$ cat config.mk
export PLATFORM = sky130hd
export DESIGN_NAME = ppg_led_current_auto_exposure_top
export DESIGN_NICKNAME = d
export VERILOG_FILES = /design/src/sv/ppgae_pkg.sv /design/src/sv/ppgae_cfg.sv /design/src/sv/ppgae_core.sv /design/src/sv/ppg_led_current_auto_exposure_top.sv
export VERILOG_INCLUDE_DIRS = /design/src /design/src/sv
export SDC_FILE = /design/constraint.sdc
export NUM_CORES = 1
export LEC_CHECK = 0
export ABC_AREA = 1
export BUFFER_PORTS_ARGS = -buffer_cell sky130_fd_sc_hd__clkbuf_2
export CORE_MARGIN = 5
export CORE_UTILIZATION = 30
export CTS_CLUSTER_SIZE = 20
export DETAILED_ROUTE_END_ITERATION = 12
export SYNTH_ARGS = -nofsm -noshare
export SYNTH_HDL_FRONTEND = slang
export SYNTH_HIERARCHICAL = 1
export SYNTH_SLANG_ARGS = --single-unit
$ cat constraint.sdc
create_clock -name clk -period 3.63 [get_ports clk]
set_input_delay 0.726 -clock clk [delete_from_list [all_inputs] [get_ports clk]]
set_output_delay 0.726 -clock clk [all_outputs]
set_load 0.01 [all_outputs]
$ cat src/sv/ppg_led_current_auto_exposure_top_macros.svh
// -----------------------------------------------------------------------------
// ppg_led_current_auto_exposure_top_macros.svh
// Assertion macros shared by the LED auto-exposure block.
// -----------------------------------------------------------------------------
`ifndef PPG_LED_CURRENT_AUTO_EXPOSURE_TOP_MACROS_SVH
`define PPG_LED_CURRENT_AUTO_EXPOSURE_TOP_MACROS_SVH

// Same-cycle implication, checked on clk and disabled during rst.
`define PPGAE_ASSERT_IMP(label, ante, cons, msg) \
  label: assert property (@(posedge clk) disable iff (rst) (ante) |-> (cons)) \
    else $error(msg);

// Next-cycle implication, checked on clk and disabled during rst.
`define PPGAE_ASSERT_NXT(label, ante, cons, msg) \
  label: assert property (@(posedge clk) disable iff (rst) (ante) |=> (cons)) \
    else $error(msg);

`endif

$ cat src/sv/ppgae_pkg.sv
// -----------------------------------------------------------------------------
// ppgae_pkg
// Types, constants and register codes of the LED auto-exposure block.
// -----------------------------------------------------------------------------
`timescale 1ns / 1ps

package ppgae_pkg;

  localparam int SETTLE_FRAMES = 3;
  localparam int FC_W          = $clog2(SETTLE_FRAMES + 2);

  localparam int EXPO_W = 10;
  localparam int CUR_W  = 5;
  localparam int CFG_W  = 10;
  localparam int IDX_W  = 3;

  localparam logic [7:0]       LED_ON_BASE  = 8'hE0;
  localparam logic [7:0]       LED_SLEEP    = 8'hFF;
  localparam logic [CUR_W-1:0] MIRROR_SLEEP = 5'h1F;

  typedef enum logic [IDX_W-1:0] {
    CFG_ENTER_HIGH  = 3'd0,
    CFG_ENTER_LOW   = 3'd1,
    CFG_STAY_HIGH   = 3'd2,
    CFG_STAY_LOW    = 3'd3,
    CFG_STEP        = 3'd4,
    CFG_CUR_MAX     = 3'd5,
    CFG_CUR_MIN     = 3'd6,
    CFG_CUR_DEFAULT = 3'd7
  } cfg_idx_t;

  typedef struct packed {
    logic [EXPO_W-1:0] enter_high_bound;
    logic [EXPO_W-1:0] enter_low_bound;
    logic [EXPO_W-1:0] stay_high_level;
    logic [EXPO_W-1:0] stay_low_level;
    logic [CUR_W-1:0]  step_size;
    logic [CUR_W-1:0]  current_max;
    logic [CUR_W-1:0]  current_min;
    logic [CUR_W-1:0]  default_current;
  } cfg_t;

  localparam cfg_t CFG_RESET = '{
    enter_high_bound: 10'd496,
    enter_low_bound:  10'd32,
    stay_high_level:  10'd420,
    stay_low_level:   10'd64,
    step_size:        5'd2,
    current_max:      5'd31,
    current_min:      5'd1,
    default_current:  5'd10
  };

  typedef enum logic [2:0] {
    PH_HOLD  = 3'b001,
    PH_RAISE = 3'b010,
    PH_LOWER = 3'b100
  } phase_t;

  typedef struct packed {
    logic       current_changed;
    logic       sensor_active;
    logic [7:0] led_value;
    logic       led_write;
  } result_t;

endpackage

$ cat src/sv/ppgae_cfg.sv
// -----------------------------------------------------------------------------
// ppgae_cfg
// Configuration register file: thresholds, step size, current limits and default current.
// -----------------------------------------------------------------------------
`timescale 1ns / 1ps

module ppgae_cfg import ppgae_pkg::*; (
  input  logic             clk,
  input  logic             rst,
  input  logic             cfg_we,
  input  logic [IDX_W-1:0] cfg_index,
  input  logic [CFG_W-1:0] cfg_data,
  output cfg_t             cfg
);

  always_ff @(posedge clk) begin
    if (rst) begin
      cfg <= CFG_RESET;
    end else if (cfg_we) begin
      case (cfg_idx_t'(cfg_index))
        CFG_ENTER_HIGH:  cfg.enter_high_bound <= cfg_data[EXPO_W-1:0];
        CFG_ENTER_LOW:   cfg.enter_low_bound  <= cfg_data[EXPO_W-1:0];
        CFG_STAY_HIGH:   cfg.stay_high_level  <= cfg_data[EXPO_W-1:0];
        CFG_STAY_LOW:    cfg.stay_low_level   <= cfg_data[EXPO_W-1:0];
        CFG_STEP:        cfg.step_size        <= cfg_data[CUR_W-1:0];
        CFG_CUR_MAX:     cfg.current_max      <= cfg_data[CUR_W-1:0];
        CFG_CUR_MIN:     cfg.current_min      <= cfg_data[CUR_W-1:0];
        CFG_CUR_DEFAULT: cfg.default_current  <= cfg_data[CUR_W-1:0];
        default: ;
      endcase
    end
  end

endmodule

$ cat src/sv/ppgae_core.sv
// -----------------------------------------------------------------------------
// ppgae_core
// Per-frame exposure decision and the state it carries from frame to frame.
// -----------------------------------------------------------------------------
`timescale 1ns / 1ps

module ppgae_core import ppgae_pkg::*; (
  input  logic              clk,
  input  logic              rst,
  input  cfg_t              cfg,
  input  logic              advance,
  input  logic              touched,
  input  logic [EXPO_W-1:0] expo_count,
  output result_t           res
);

  phase_t            phase, phase_next;
  logic [FC_W-1:0]   frame_count, frame_count_next;
  logic [CUR_W-1:0]  led_current, led_current_next;
  logic [CUR_W-1:0]  led_mirror, led_mirror_next;
  logic              asleep, asleep_next;

  always_comb begin
    logic [CUR_W-1:0] mir_eff;
    logic [CUR_W-1:0] cur_new;
    logic [CUR_W:0]   sum_mir;
    logic [CUR_W:0]   sum_cur;
    logic [CUR_W:0]   low_lim;
    logic             hit_high;
    logic             hit_low;
    logic             adj;
    logic             clamp;

    phase_next       = phase;
    frame_count_next = frame_count;
    led_current_next = led_current;
    led_mirror_next  = led_mirror;
    asleep_next      = asleep;
    res              = '0;
    res.sensor_active = touched;
    cur_new          = led_current;
    adj              = 1'b0;
    clamp            = 1'b0;

    // a wake write in this frame overrides whatever the mirror held
    mir_eff  = asleep ? cfg.default_current : led_mirror;
    sum_mir  = {1'b0, mir_eff} + {1'b0, cfg.step_size};
    sum_cur  = {1'b0, led_current} + {1'b0, cfg.step_size};
    low_lim  = {1'b0, cfg.current_min} + {1'b0, cfg.step_size};
    hit_high = expo_count >= cfg.enter_high_bound;
    hit_low  = expo_count <= cfg.enter_low_bound;

    if (touched) begin
      if (asleep) begin
        res.led_write   = 1'b1;
        res.led_value   = LED_ON_BASE | {3'b000, cfg.default_current};
        led_mirror_next = cfg.default_current;
        asleep_next     = 1'b0;
      end
      if (frame_count <= FC_W'(SETTLE_FRAMES)) begin
        frame_count_next = frame_count + 1'b1;
      end else begin
        frame_count_next = '0;
        case (phase)
          PH_HOLD: begin
            if (hit_high || hit_low) begin
              led_current_next = mir_eff;
            end
            if (hit_high && (mir_eff < cfg.current_max)) begin
              phase_next = PH_RAISE;
              cur_new = (sum_mir > {1'b0, cfg.current_max}) ? cfg.current_max
                                                            : sum_mir[CUR_W-1:0];
              adj = 1'b1;
            end else if (hit_low && (mir_eff > cfg.current_min)) begin
              phase_next = PH_LOWER;
              cur_new = ({1'b0, mir_eff} <= low_lim) ? cfg.current_min
                                                     : mir_eff - cfg.step_size;
              adj = 1'b1;
            end
          end
          PH_RAISE: begin
            if (expo_count > cfg.stay_high_level) begin
              if (sum_cur >= {1'b0, cfg.current_max}) begin
                phase_next = PH_HOLD;
                cur_new    = cfg.current_max;
              end else begin
                cur_new = sum_cur[CUR_W-1:0];
              end
              adj = 1'b1;
            end else begin
              phase_next = PH_HOLD;
            end
          end
          default: begin
            if (expo_count < cfg.stay_low_level) begin
              clamp      = {1'b0, led_current} <= low_lim;
              cur_new    = clamp ? cfg.current_min : led_current - cfg.step_size;
              phase_next = clamp ? PH_HOLD : PH_LOWER;
              adj        = 1'b1;
            end else begin
              phase_next = PH_HOLD;
            end
          end
        endcase
        if (adj) begin
          led_current_next    = cur_new;
          led_mirror_next     = cur_new;
          res.led_write       = 1'b1;
          res.led_value       = LED_ON_BASE | {3'b000, cur_new};
          res.current_changed = 1'b1;
        end
      end
    end else begin
      led_current_next = cfg.default_current;
      led_mirror_next  = MIRROR_SLEEP;
      asleep_next      = 1'b1;
      res.led_write    = 1'b1;
      res.led_value    = LED_SLEEP;
    end
  end

  always_ff @(posedge clk) begin
    if (rst) begin
      phase       <= PH_HOLD;
      frame_count <= '0;
      led_current <= CFG_RESET.default_current;
      asleep      <= 1'b1;
    end else if (advance) begin
      phase       <= phase_next;
      frame_count <= frame_count_next;
      led_current <= led_current_next;
      asleep      <= asleep_next;
    end
  end

  // mirror is only read after a write in the same or an earlier frame
  always_ff @(posedge clk) begin
    if (advance) begin
      led_mirror <= led_mirror_next;
    end
  end

endmodule

$ cat src/sv/ppg_led_current_auto_exposure_top.sv
// One frame word in, one result word out. Each accepted word (touch flag and
// 10-bit exposure) sits in an input register, the frame decision is made by
// combinational compare and add logic, and the result lands in an output
// register. A new frame is taken every cycle while m_tready stays high, and
// every frame goes through a single decision path. While a result waits for
// m_tready the input register still takes one more word; with both registers
// full, s_tready drops until the result is taken. Configuration writes take
// effect at the next clock edge and should only be issued while no frame is
// in flight.
// -----------------------------------------------------------------------------
// ppg_led_current_auto_exposure_top
// LED drive-current auto-exposure for an optical pulse sensor, one frame a word.
// -----------------------------------------------------------------------------
`timescale 1ns / 1ps

`include "ppg_led_current_auto_exposure_top_macros.svh"

module ppg_led_current_auto_exposure_top import ppgae_pkg::*; (
  input  logic             clk,
  input  logic             rst,
  input  logic             cfg_we,
  input  logic [IDX_W-1:0] cfg_index,
  input  logic [CFG_W-1:0] cfg_data,
  input  logic             s_tvalid,
  output logic             s_tready,
  input  logic [15:0]      s_tdata,   // [0] touched, [10:1] expo_count, [15:11] zero
  output logic             m_tvalid,
  input  logic             m_tready,
  output logic [15:0]      m_tdata    // [0] led_write, [8:1] led_value,
                                      // [9] sensor_active, [10] current_changed,
                                      // [15:11] zero
);

  cfg_t              cfg;
  logic              in_valid;
  logic              in_touched;
  logic [EXPO_W-1:0] in_expo;
  logic              advance;
  result_t           res;
  result_t           out_res;

  ppgae_cfg u_cfg (
    .clk       (clk),
    .rst       (rst),
    .cfg_we    (cfg_we),
    .cfg_index (cfg_index),
    .cfg_data  (cfg_data),
    .cfg       (cfg)
  );

  ppgae_core u_core (
    .clk        (clk),
    .rst        (rst),
    .cfg        (cfg),
    .advance    (advance),
    .touched    (in_touched),
    .expo_count (in_expo),
    .res        (res)
  );

  // advance the frame when an input word is held and the result register is free or being drained
  assign advance  = in_valid && (!m_tvalid || m_tready);
  assign s_tready = !in_valid || advance;

  always_ff @(posedge clk) begin
    if (rst) begin
      in_valid <= 1'b0;
    end else if (s_tvalid && s_tready) begin
      in_valid <= 1'b1;
    end else if (advance) begin
      in_valid <= 1'b0;
    end
  end

  always_ff @(posedge clk) begin
    if (s_tvalid && s_tready) begin
      in_touched <= s_tdata[0];
      in_expo    <= s_tdata[EXPO_W:1];
    end
  end

  always_ff @(posedge clk) begin
    if (rst) begin
      m_tvalid <= 1'b0;
    end else if (advance) begin
      m_tvalid <= 1'b1;
    end else if (m_tready) begin
      m_tvalid <= 1'b0;
    end
  end

  always_ff @(posedge clk) begin
    if (advance) begin
      out_res <= res;
    end
  end

  assign m_tdata = {5'b00000, out_res};

  `PPGAE_ASSERT_IMP(a_change_implies_write, m_tvalid && out_res.current_changed, out_res.led_write, "current change without LED write")
  `PPGAE_ASSERT_IMP(a_untouched_sleep_byte, m_tvalid && !out_res.sensor_active, out_res.led_write && (out_res.led_value == LED_SLEEP), "untouched frame did not write sleep byte")
  `PPGAE_ASSERT_IMP(a_ready_when_drained, !m_tvalid, s_tready, "input stalled with empty result register")
  `PPGAE_ASSERT_NXT(a_advance_fills_output, advance, m_tvalid, "advanced frame did not reach result register")

endmodule
======== After elaboration in Yosys (flattened, before gate mapping) ========
Cells that the tools add are included.
cells by class
  bitwise logic cells ..................... 2
  $add $sub $neg .......................... 6
  reduce and logical (&&, ||, !) cells .... 24
  magnitude comparators ................... 11
  equality and inequality tests ........... 14
  mux-type cells .......................... 41
operators by type and width
  operator            count
  $mux 5              16
  $mux 9              3
  $mux 3              7
  $add 5x5->6         3
  $reduce_and 2->1    9
  $eq 3x3->1 const B  4
  $le 5x6->1          2
  $mux 1              12
  $ge 10x10->1        1
  $gt 10x10->1        1
  $le 10x10->1        1
  $lt 10x10->1        1
  $pmux 5 s2          1
  $sub 5x5->5         2
  $eq 3x2->1 const B  3
  $ne 3x1->1 const B  3
  $eq 3x1->1 const B  2
  $ge 6x5->1          1
  $gt 6x5->1          1
  $pmux 3 s2          1
  $gt 5x5->1          1
  $lt 5x5->1          1
  $reduce_and 5->1    1
  $logic_and 1x1->1   4
  12 further kinds    17
word-level totals
  register bits ........................... 101
  word-level logic and storage cells ...... 119

======== Longest topological paths before layout ========
Gate-level depths: netlist of the first run.
  depth in word-level cells ............... 11
  gate-level depth with buffers ........... 28
  gate-level depth less buffers ........... 27

======== Hierarchy ========
The synthesis of the first run kept the hierarchy.
by module, submodules not included
  module                             area each (sq um)  seq. area each (sq um)  cells each  instances
  ppgae_core                         4177.8             390.4                   651         1
  ppgae_cfg                          2347.3             1201.2                  331         1
  ppg_led_current_auto_exposure_top  793.3              700.7                   40          1

======== Least setup slack after synthesis of the first run ========
OpenSTA, ideal clock, no wires.
  path type ............................... register -> register
  start point ............................. register u_core.asleep
  end point ............................... register out_res, in the netlist m_tdata[2], data pin
  path buffers ............................ 2
  slack ................................... 0.580 ns
  stages on the path, launching flop included .. 26
  arrival ................................. 2.778 ns
  period minus slack after synthesis ...... 3.050 ns
  path through ............................ dfxtp_1 -> buf_6 -> nand2_1 -> nand2_1 -> ha_1 -> buf_4 -> inv_2 -> a21oi_1 -> nand2_1 -> xor2_1 -> inv_1 -> ha_1 -> nand2_1 -> inv_1 -> o21ai_0 -> nand2_1 -> nand2_1 -> nand2_1 -> nand2_1 -> nand2_2 -> o21ai_1 -> nor2_1 -> a21oi_1 -> nand3_1 -> nand3_1 -> nand3_1
between the ends
  cells in the longest elaborated chain, start to end .. 10
ends and longest elaborated chain
  element                                              line                                     text
  from (decl)                                          ppgae_core.sv:21                         logic asleep, asleep_next;
  from (signal assigned)                               ppgae_core.sv:132                        asleep <= asleep_next;
  branches (longest 9 deep; another with $add 5x5->6)  n/a
  $mux 9 (*)                                           ppgae_core.sv:60                         if (frame_count <= FC_W'(SETTLE_FRAMES)) begin
  to (signal assigned)                                 ppg_led_current_auto_exposure_top.sv:94  out_res <= res;
  to (decl)                                            ppg_led_current_auto_exposure_top.sv:40  result_t out_res;
Every way passes the cells marked *. The select of a mux whose other input is x is not followed.
A chain may end at the register's enable or synchronous reset.

======== Final worst setup path of the first run ========
  start point ............................. register u_core.asleep
  end point ............................... register out_res, in the netlist m_tdata[1], data pin
Same word-level chain as after synthesis.

==> flow_metrics.tcl, run 1 <==
set metrics [dict create \
    antenna_found_initial 0 \
    cts_resized 0 \
    routed_wl_mm 19.9 \
    worst-r2r-setup-slack_ps 260 \
    core_area_sq_um 24200 \
    cts_hold_buffers 0 \
    ys_ff_latch 101 \
    first_global_vias 6240 \
    start_util_pct 30.3 \
    synth-async-reset-ratio_pct 0 \
    grt-busiest-layer "met2" \
    crit_required_ps 3710 \
    syn_area_sq_um 7320 \
    synth_most_common_cell "nand2_1" \
    r2r-end "m_tdata[1]" \
    final_hold_viol_count 0 \
    routabilityCongestion 0.961 \
    drt_iter0_markers 474 \
    clock_latency_ps 350 \
    layout.nets 1201 \
    min_from "u_cfg/cfg[35]" \
    relSlewSlack_pct 40.8 \
    num_rows 57 \
    grt.overflow.total 0 \
    htree_num_levels 3 \
    fin_worst_skew_ps 9.17 \
    cts_buffer_depth 2 \
    wl_per_cell_microns 14.2 \
    grt_max_degree 61 \
    fin_tns_setup_ps 0 \
    worst_pin_slew_ps 887 \
    n_fill_cell 2588 \
    cts_tree "built" \
    yosysWarningCount 6 \
    crit_fanout 10 \
    period_share_pct 92.9 \
    use_met2_pct 24.2 \
    area_growth_pct 13.0 \
    ant_nets 0 \
    status "completed" \
    synth_top_cell_by_area "dfxtp_1" \
    num_antenna_cells 0 \
    p_leak_nw 3.97 \
    fin_util_pct 34.2 \
    numCtsBuffers 9 \
    drive_gt1_share_pct 13.0 \
    slew_viol_final 0 \
    num_vias 6602 \
    cp-end-kind "register" \
    cts.clk_slew.worst_paths_ps 70 \
    setup_viol 0 \
    synth_edf_count 27 \
    pre_cts_ws_ps 211 \
    setup_slack_ps 257 \
    maxCapViolCount 0 \
    r2r_cells 25 \
    drt-pass1-iter-count 5 \
    synth_cells 1022 \
    route.detailed.drc 0 \
    track_usage_pct 14.3 \
    whs_endpoint "u_cfg/cfg[35]" \
    grtUsageMet3_pct 2.29 \
    hold_class "register to register" \
    min_period_ps 3370 \
    crit_path_start_kind "register" \
    die_w_microns 166 \
    place_hpwl_mm 15.6 \
    timing.rr.start "u_core/asleep" \
    fmax_ghz 0.296 \
    arrival_ps 3450 \
    grt_use_met1_pct 19.2 \
    synth_area_leaders "dfxtp_1, ha_1, nand2_1" \
    die_y_microns 166 \
    pin_count 52 \
    path_class "register to register" \
    power_density_nw_per_um2 345 \
    ir_drop_uv 193 \
    fp.dieArea_sq_um 27600 \
    ctsRootBufferMaster "clkbuf_16" \
    ys_top_cells_by_count "nand2_1, nor2_1, inv_1, nand3_1, ha_1" \
    synth_top_cell_area_share_pct 20.2 \
    clock-sinks 101 \
    grt_pass1_wl_mm 32.4 \
    instances_no_fill 1401 \
    synth_cell_types 43 \
    dp_cells 1385 \
    hold_ws_ps 473 \
    postCtsSetupRepairBufs 0 \
    synth_ff_type "dfxtp_1" \
    avgViaCountPerCell 4.71 \
    port_buffers 41 \
    hold_depth 2 \
    avgSynthCellArea_sq_um 7.16 \
    synth.yosys.seq_area_share_pct 31.3 \
]
## layer usage
metal / part of all wire, % / vias up
li1: - / 3410
met1: 46 / 3018
met2: 48 / 154
met3: 4.5 / 20
met4: 1.3 / 0
met5: 0 / -
## state kept, by name, indices dropped and copies added (netlist names)
signal	count
m_tvalid	1
u_core/asleep	1
u_core/led_mirror	5
u_core/phase	3
u_core/frame_count	3
in_valid	1
u_cfg/cfg	60
in_expo	10
u_core/led_current	5
in_touched	1
m_tdata	11
## worst max-delay path by stage
stage                 end     startpoint  slack (ps)  cells after the start
2_1_floorplan  m_tdata[2]  u_core/asleep         580                     25
3_3_place_gp   m_tdata[2]  u_core/asleep         200                     24
3_5_place_dp   m_tdata[3]  u_core/asleep         210                     25
4_1_cts        m_tdata[3]  u_core/asleep         180                     25
5_1_grt        m_tdata[1]  u_core/asleep          -5                     25
6_report       m_tdata[1]  u_core/asleep         260                     25
## report_power, final
part	leakage (nW)	switching, mW	internal, mW
clock network	0.134	0.441	0.499
logic	2.99	0.434	0.242
registers	0.846	0.0390	1.20
total	3.97	0.914	1.94
## final cells by class
class | instances | area, sq um | share of cell area, %
Clock buffer | 11 | 246 | 2.98
Multi-Input combinational cell | 768 | 4430 | 53.6
Sequential cell | 101 | 2290 | 27.7
Clock inverter | 5 | 42.5 | 0.514
Inverter | 129 | 484 | 5.85
Tap cell | 324 | 405 | 4.90
Timing Repair Buffer | 63 | 370 | 4.48
## kinds of logic after synthesis
kind of cell	count (synthesis)	synth area share (%)
xor+xnor	14	1.68
compound gates	113	8.89
buf+inv	157	9.01
simple gates	541	32.3
flops	101	31.3
fa+ha+maj	95	16.8
other cells	1	0.0512
## placed cells by master (no fill, tap or decap), types with 18 or more instances in the layout
cell | synthesis | final
nand3_1 | 115 | 112
o21ai_0 | 18 | 18
edfxtp_1 | 27 | 27
clkbuf_2 | 0 | 41
nor2_1 | 131 | 131
inv_1 | 116 | 116
buf_4 | 11 | 22
nand2_1 | 246 | 244
ha_1 | 90 | 89
dfxtp_1 | 74 | 74
a21oi_1 | 66 | 62
## critical path, stage by stage, from the launching register on
cell	delay, ps
dfxtp_1	320
buf_4	170
nand2_1	80
nand2_2	90
buf_4	190
ha_1	210
a21oi_2	130
nand2_1	80
xor2_1	150
inv_1	80
ha_1	300
nand2_1	50
inv_1	60
o21ai_0	80
nand2_1	60
nand2_1	40
nand2_1	50
nand2_1	100
nand2_2	140
nand2_1	60
nand2_1	60
nor2_1	40
a21oi_1	210
nand3_2	150
nand3_1	120
nand3_1	80
## metrics by stage
stage                     power [mW]  instance area (sq um)
after floorplan                 1.74                   7330
after global placement          1.91                   7940
after CTS                       2.87                   8230
after detailed placement        1.92                   7940
final                           2.86                   8270
after global routing            3.04                   8270
Power figures use the tool's default switching activity.
==> inputs of run 2 (changes only) <==
--- a/config.mk
+++ b/config.mk
@@ -8,10 +8,14 @@
 export LEC_CHECK = 0
 export ABC_AREA = 1
 export BUFFER_PORTS_ARGS = -buffer_cell sky130_fd_sc_hd__clkbuf_2
+export CELL_PAD_IN_SITES_DETAIL_PLACEMENT = 0
+export CELL_PAD_IN_SITES_GLOBAL_PLACEMENT = 1
 export CORE_MARGIN = 5
 export CORE_UTILIZATION = 30
 export CTS_CLUSTER_SIZE = 20
 export DETAILED_ROUTE_END_ITERATION = 12
+export GPL_TIMING_DRIVEN = 0
+export PLACE_DENSITY_LB_ADDON = 0.1
 export SYNTH_ARGS = -nofsm -noshare
 export SYNTH_HDL_FRONTEND = slang
 export SYNTH_HIERARCHICAL = 1
==> flow_metrics.tcl, run 2 (same netlist as run 1, synthesis figures left out) <==
set metrics [dict create \
    routabilityCongestion 0.820 \
    maxCapViolCount 0 \
    drive_gt1_share_pct 15.1 \
    track_usage_pct 16.3 \
    crit_fanout 9 \
    cts_tree "built" \
    place_hpwl_mm 18.0 \
    largest_register "u_cfg/cfg" \
    crit_required_ps 3710 \
    hold_class "register to register" \
    htree_num_levels 3 \
    cp_top_family "adder cells" \
    whs_endpoint "u_cfg/cfg[37]" \
    fin_worst_skew_ps 15.0 \
    timing.rr.start "u_core/asleep" \
    cts_buffer_depth 2 \
    num_vias 6553 \
    pin_count 52 \
    power_density_nw_per_um2 344 \
    num_rows 57 \
    route.detailed.drc 0 \
    wl_per_cell_microns 16.1 \
    fmax_ghz 0.291 \
    first_global_vias 6327 \
    ctsRootBufferMaster "clkbuf_16" \
    clock_latency_ps 350 \
    cp-end-kind "register" \
    port_buffers 41 \
    ant_nets 0 \
    cp_common_cell "nand2_1" \
    num_antenna_cells 0 \
    grt_max_degree 19 \
    crit_path_start_kind "register" \
    start_util_pct 30.3 \
    clock-sinks 101 \
    hold_ws_ps 473 \
    cts.clk_slew.worst_paths_ps 80 \
    fp.dieArea_sq_um 27600 \
    worst_pin_slew_ps 686 \
    grt_pass1_wl_mm 35.6 \
    worst-r2r-setup-slack_ps 190 \
    r2r_cells 18 \
    final_cell_mix "nand2_1, nor2_1, inv_1" \
    die_y_microns 166 \
    fin_tns_setup_ps 0 \
    die_w_microns 166 \
    routed_wl_mm 22.9 \
    min_from "u_cfg/cfg[37]" \
    layout_commonest_cell "nand2_1" \
    numCtsBuffers 9 \
    area_growth_pct 15.6 \
    r2r-end "m_tdata[4]" \
    period_share_pct 94.7 \
    final_hold_viol_count 0 \
    layout.nets 1220 \
    drt-pass1-iter-count 5 \
    min_period_ps 3440 \
    drt_iter0_markers 378 \
    path_class "register to register" \
    crit_chain "buf_6, nand2_2, nand2_4, ha_1, fa_1, ha_1, inv_1, nor2_1, o21ai_0, nand2_1, nand2_1, nand2_1, nand2_2, nand2_4, o211ai_1, nand4_1, nand3_2, nand3_1" \
    cts_hold_buffers 0 \
    arrival_ps 3520 \
    slew_viol_final 0 \
    relSlewSlack_pct 54.3 \
    avgViaCountPerCell 4.61 \
    slowest_delay_ps 530 \
    setup_viol 0 \
    crit_path_top_delay_cell "fa_1" \
    largest_reg_flops 60 \
    ir_drop_uv 249 \
    p_leak_nw 4.04 \
    antenna_found_initial 0 \
    worst-path-buf-inv 2 \
    core_area_sq_um 24200 \
    hold_depth 2 \
    status "completed" \
    grt.overflow.total 0 \
]
==> run 2: what timing repair did <==
| item | in CTS | in global routing |
|---|---|---|
| pin swaps | 3 | 12 |
| resized for setup | 9 | 23 |
| buffers inserted | 0 | 12 |
| endpoints found under the setup margin | 15 | 15 |
==> run 2: how the worst max path moves through the flow <==
| stage | endpoint | startpoint | depth (start not counted) | slack [ps] |
|---|---|---|---|---|
| after floorplan | m_tdata[2] | u_core/asleep | 25 | 580 |
| after global placement | m_tdata[2] | u_core/asleep | 25 | -400 |
| after detailed placement | m_tdata[2] | u_core/asleep | 25 | -340 |
| after CTS | m_tdata[4] | u_core/asleep | 23 | 20 |
| after global routing | m_tdata[2] | u_core/asleep | 26 | -8 |
| final | m_tdata[4] | u_core/asleep | 18 | 190 |
==> run 2: worst min-delay path: stages, from the launching register on <==
cell,delay [ps]
dfxtp_1,330
nand2_1,50
nand3_1,60
==> run 2: metal layers <==
layer	up-vias	GRT usage, %	routed length [microns]
li1	3451	-	-
met1	2968	20.7	10400
met2	105	28.2	11100
met3	29	2.43	668
met4	0	5.99	667
met5	-	0	0
==> run 2: layout make-up <==
type                       count  area, sq um
multi-input combinational    768         4500
clock buffer                  10          229
tap                          324          405
timing repair buffer          54          310
clock inverter                 6         48.8
fill                        2662        15700
sequential                   101         2300
inverter                     129          487
buffer                        28          179
==> run 2: power breakdown <==
part	internal [mW]	leakage [nW]	switching (mW)	total, mW
clock	0.474	0.131	0.460	0.934
combinational	0.261	3.06	0.462	0.723
sequential	1.20	0.846	0.0486	1.25
==> run 2: metrics by stage <==
| step | power (mW) | setup WS [ps] | cells | area, sq um | util (%) |
|---|---|---|---|---|---|
| floorplan | 1.74 | 580 | 1026 | 7330 | - |
| global placement | 1.96 | -398 | 1391 | 7940 | 32.9 |
| detailed placement | 1.96 | -342 | 1392 | 7960 | 32.9 |
| CTS | 2.92 | 16.1 | 1408 | 8270 | 34.2 |
| global route | 3.09 | -8.41 | 1420 | 8460 | 35.0 |
| finish | 2.91 | 192 | 1420 | 8460 | 35.0 |
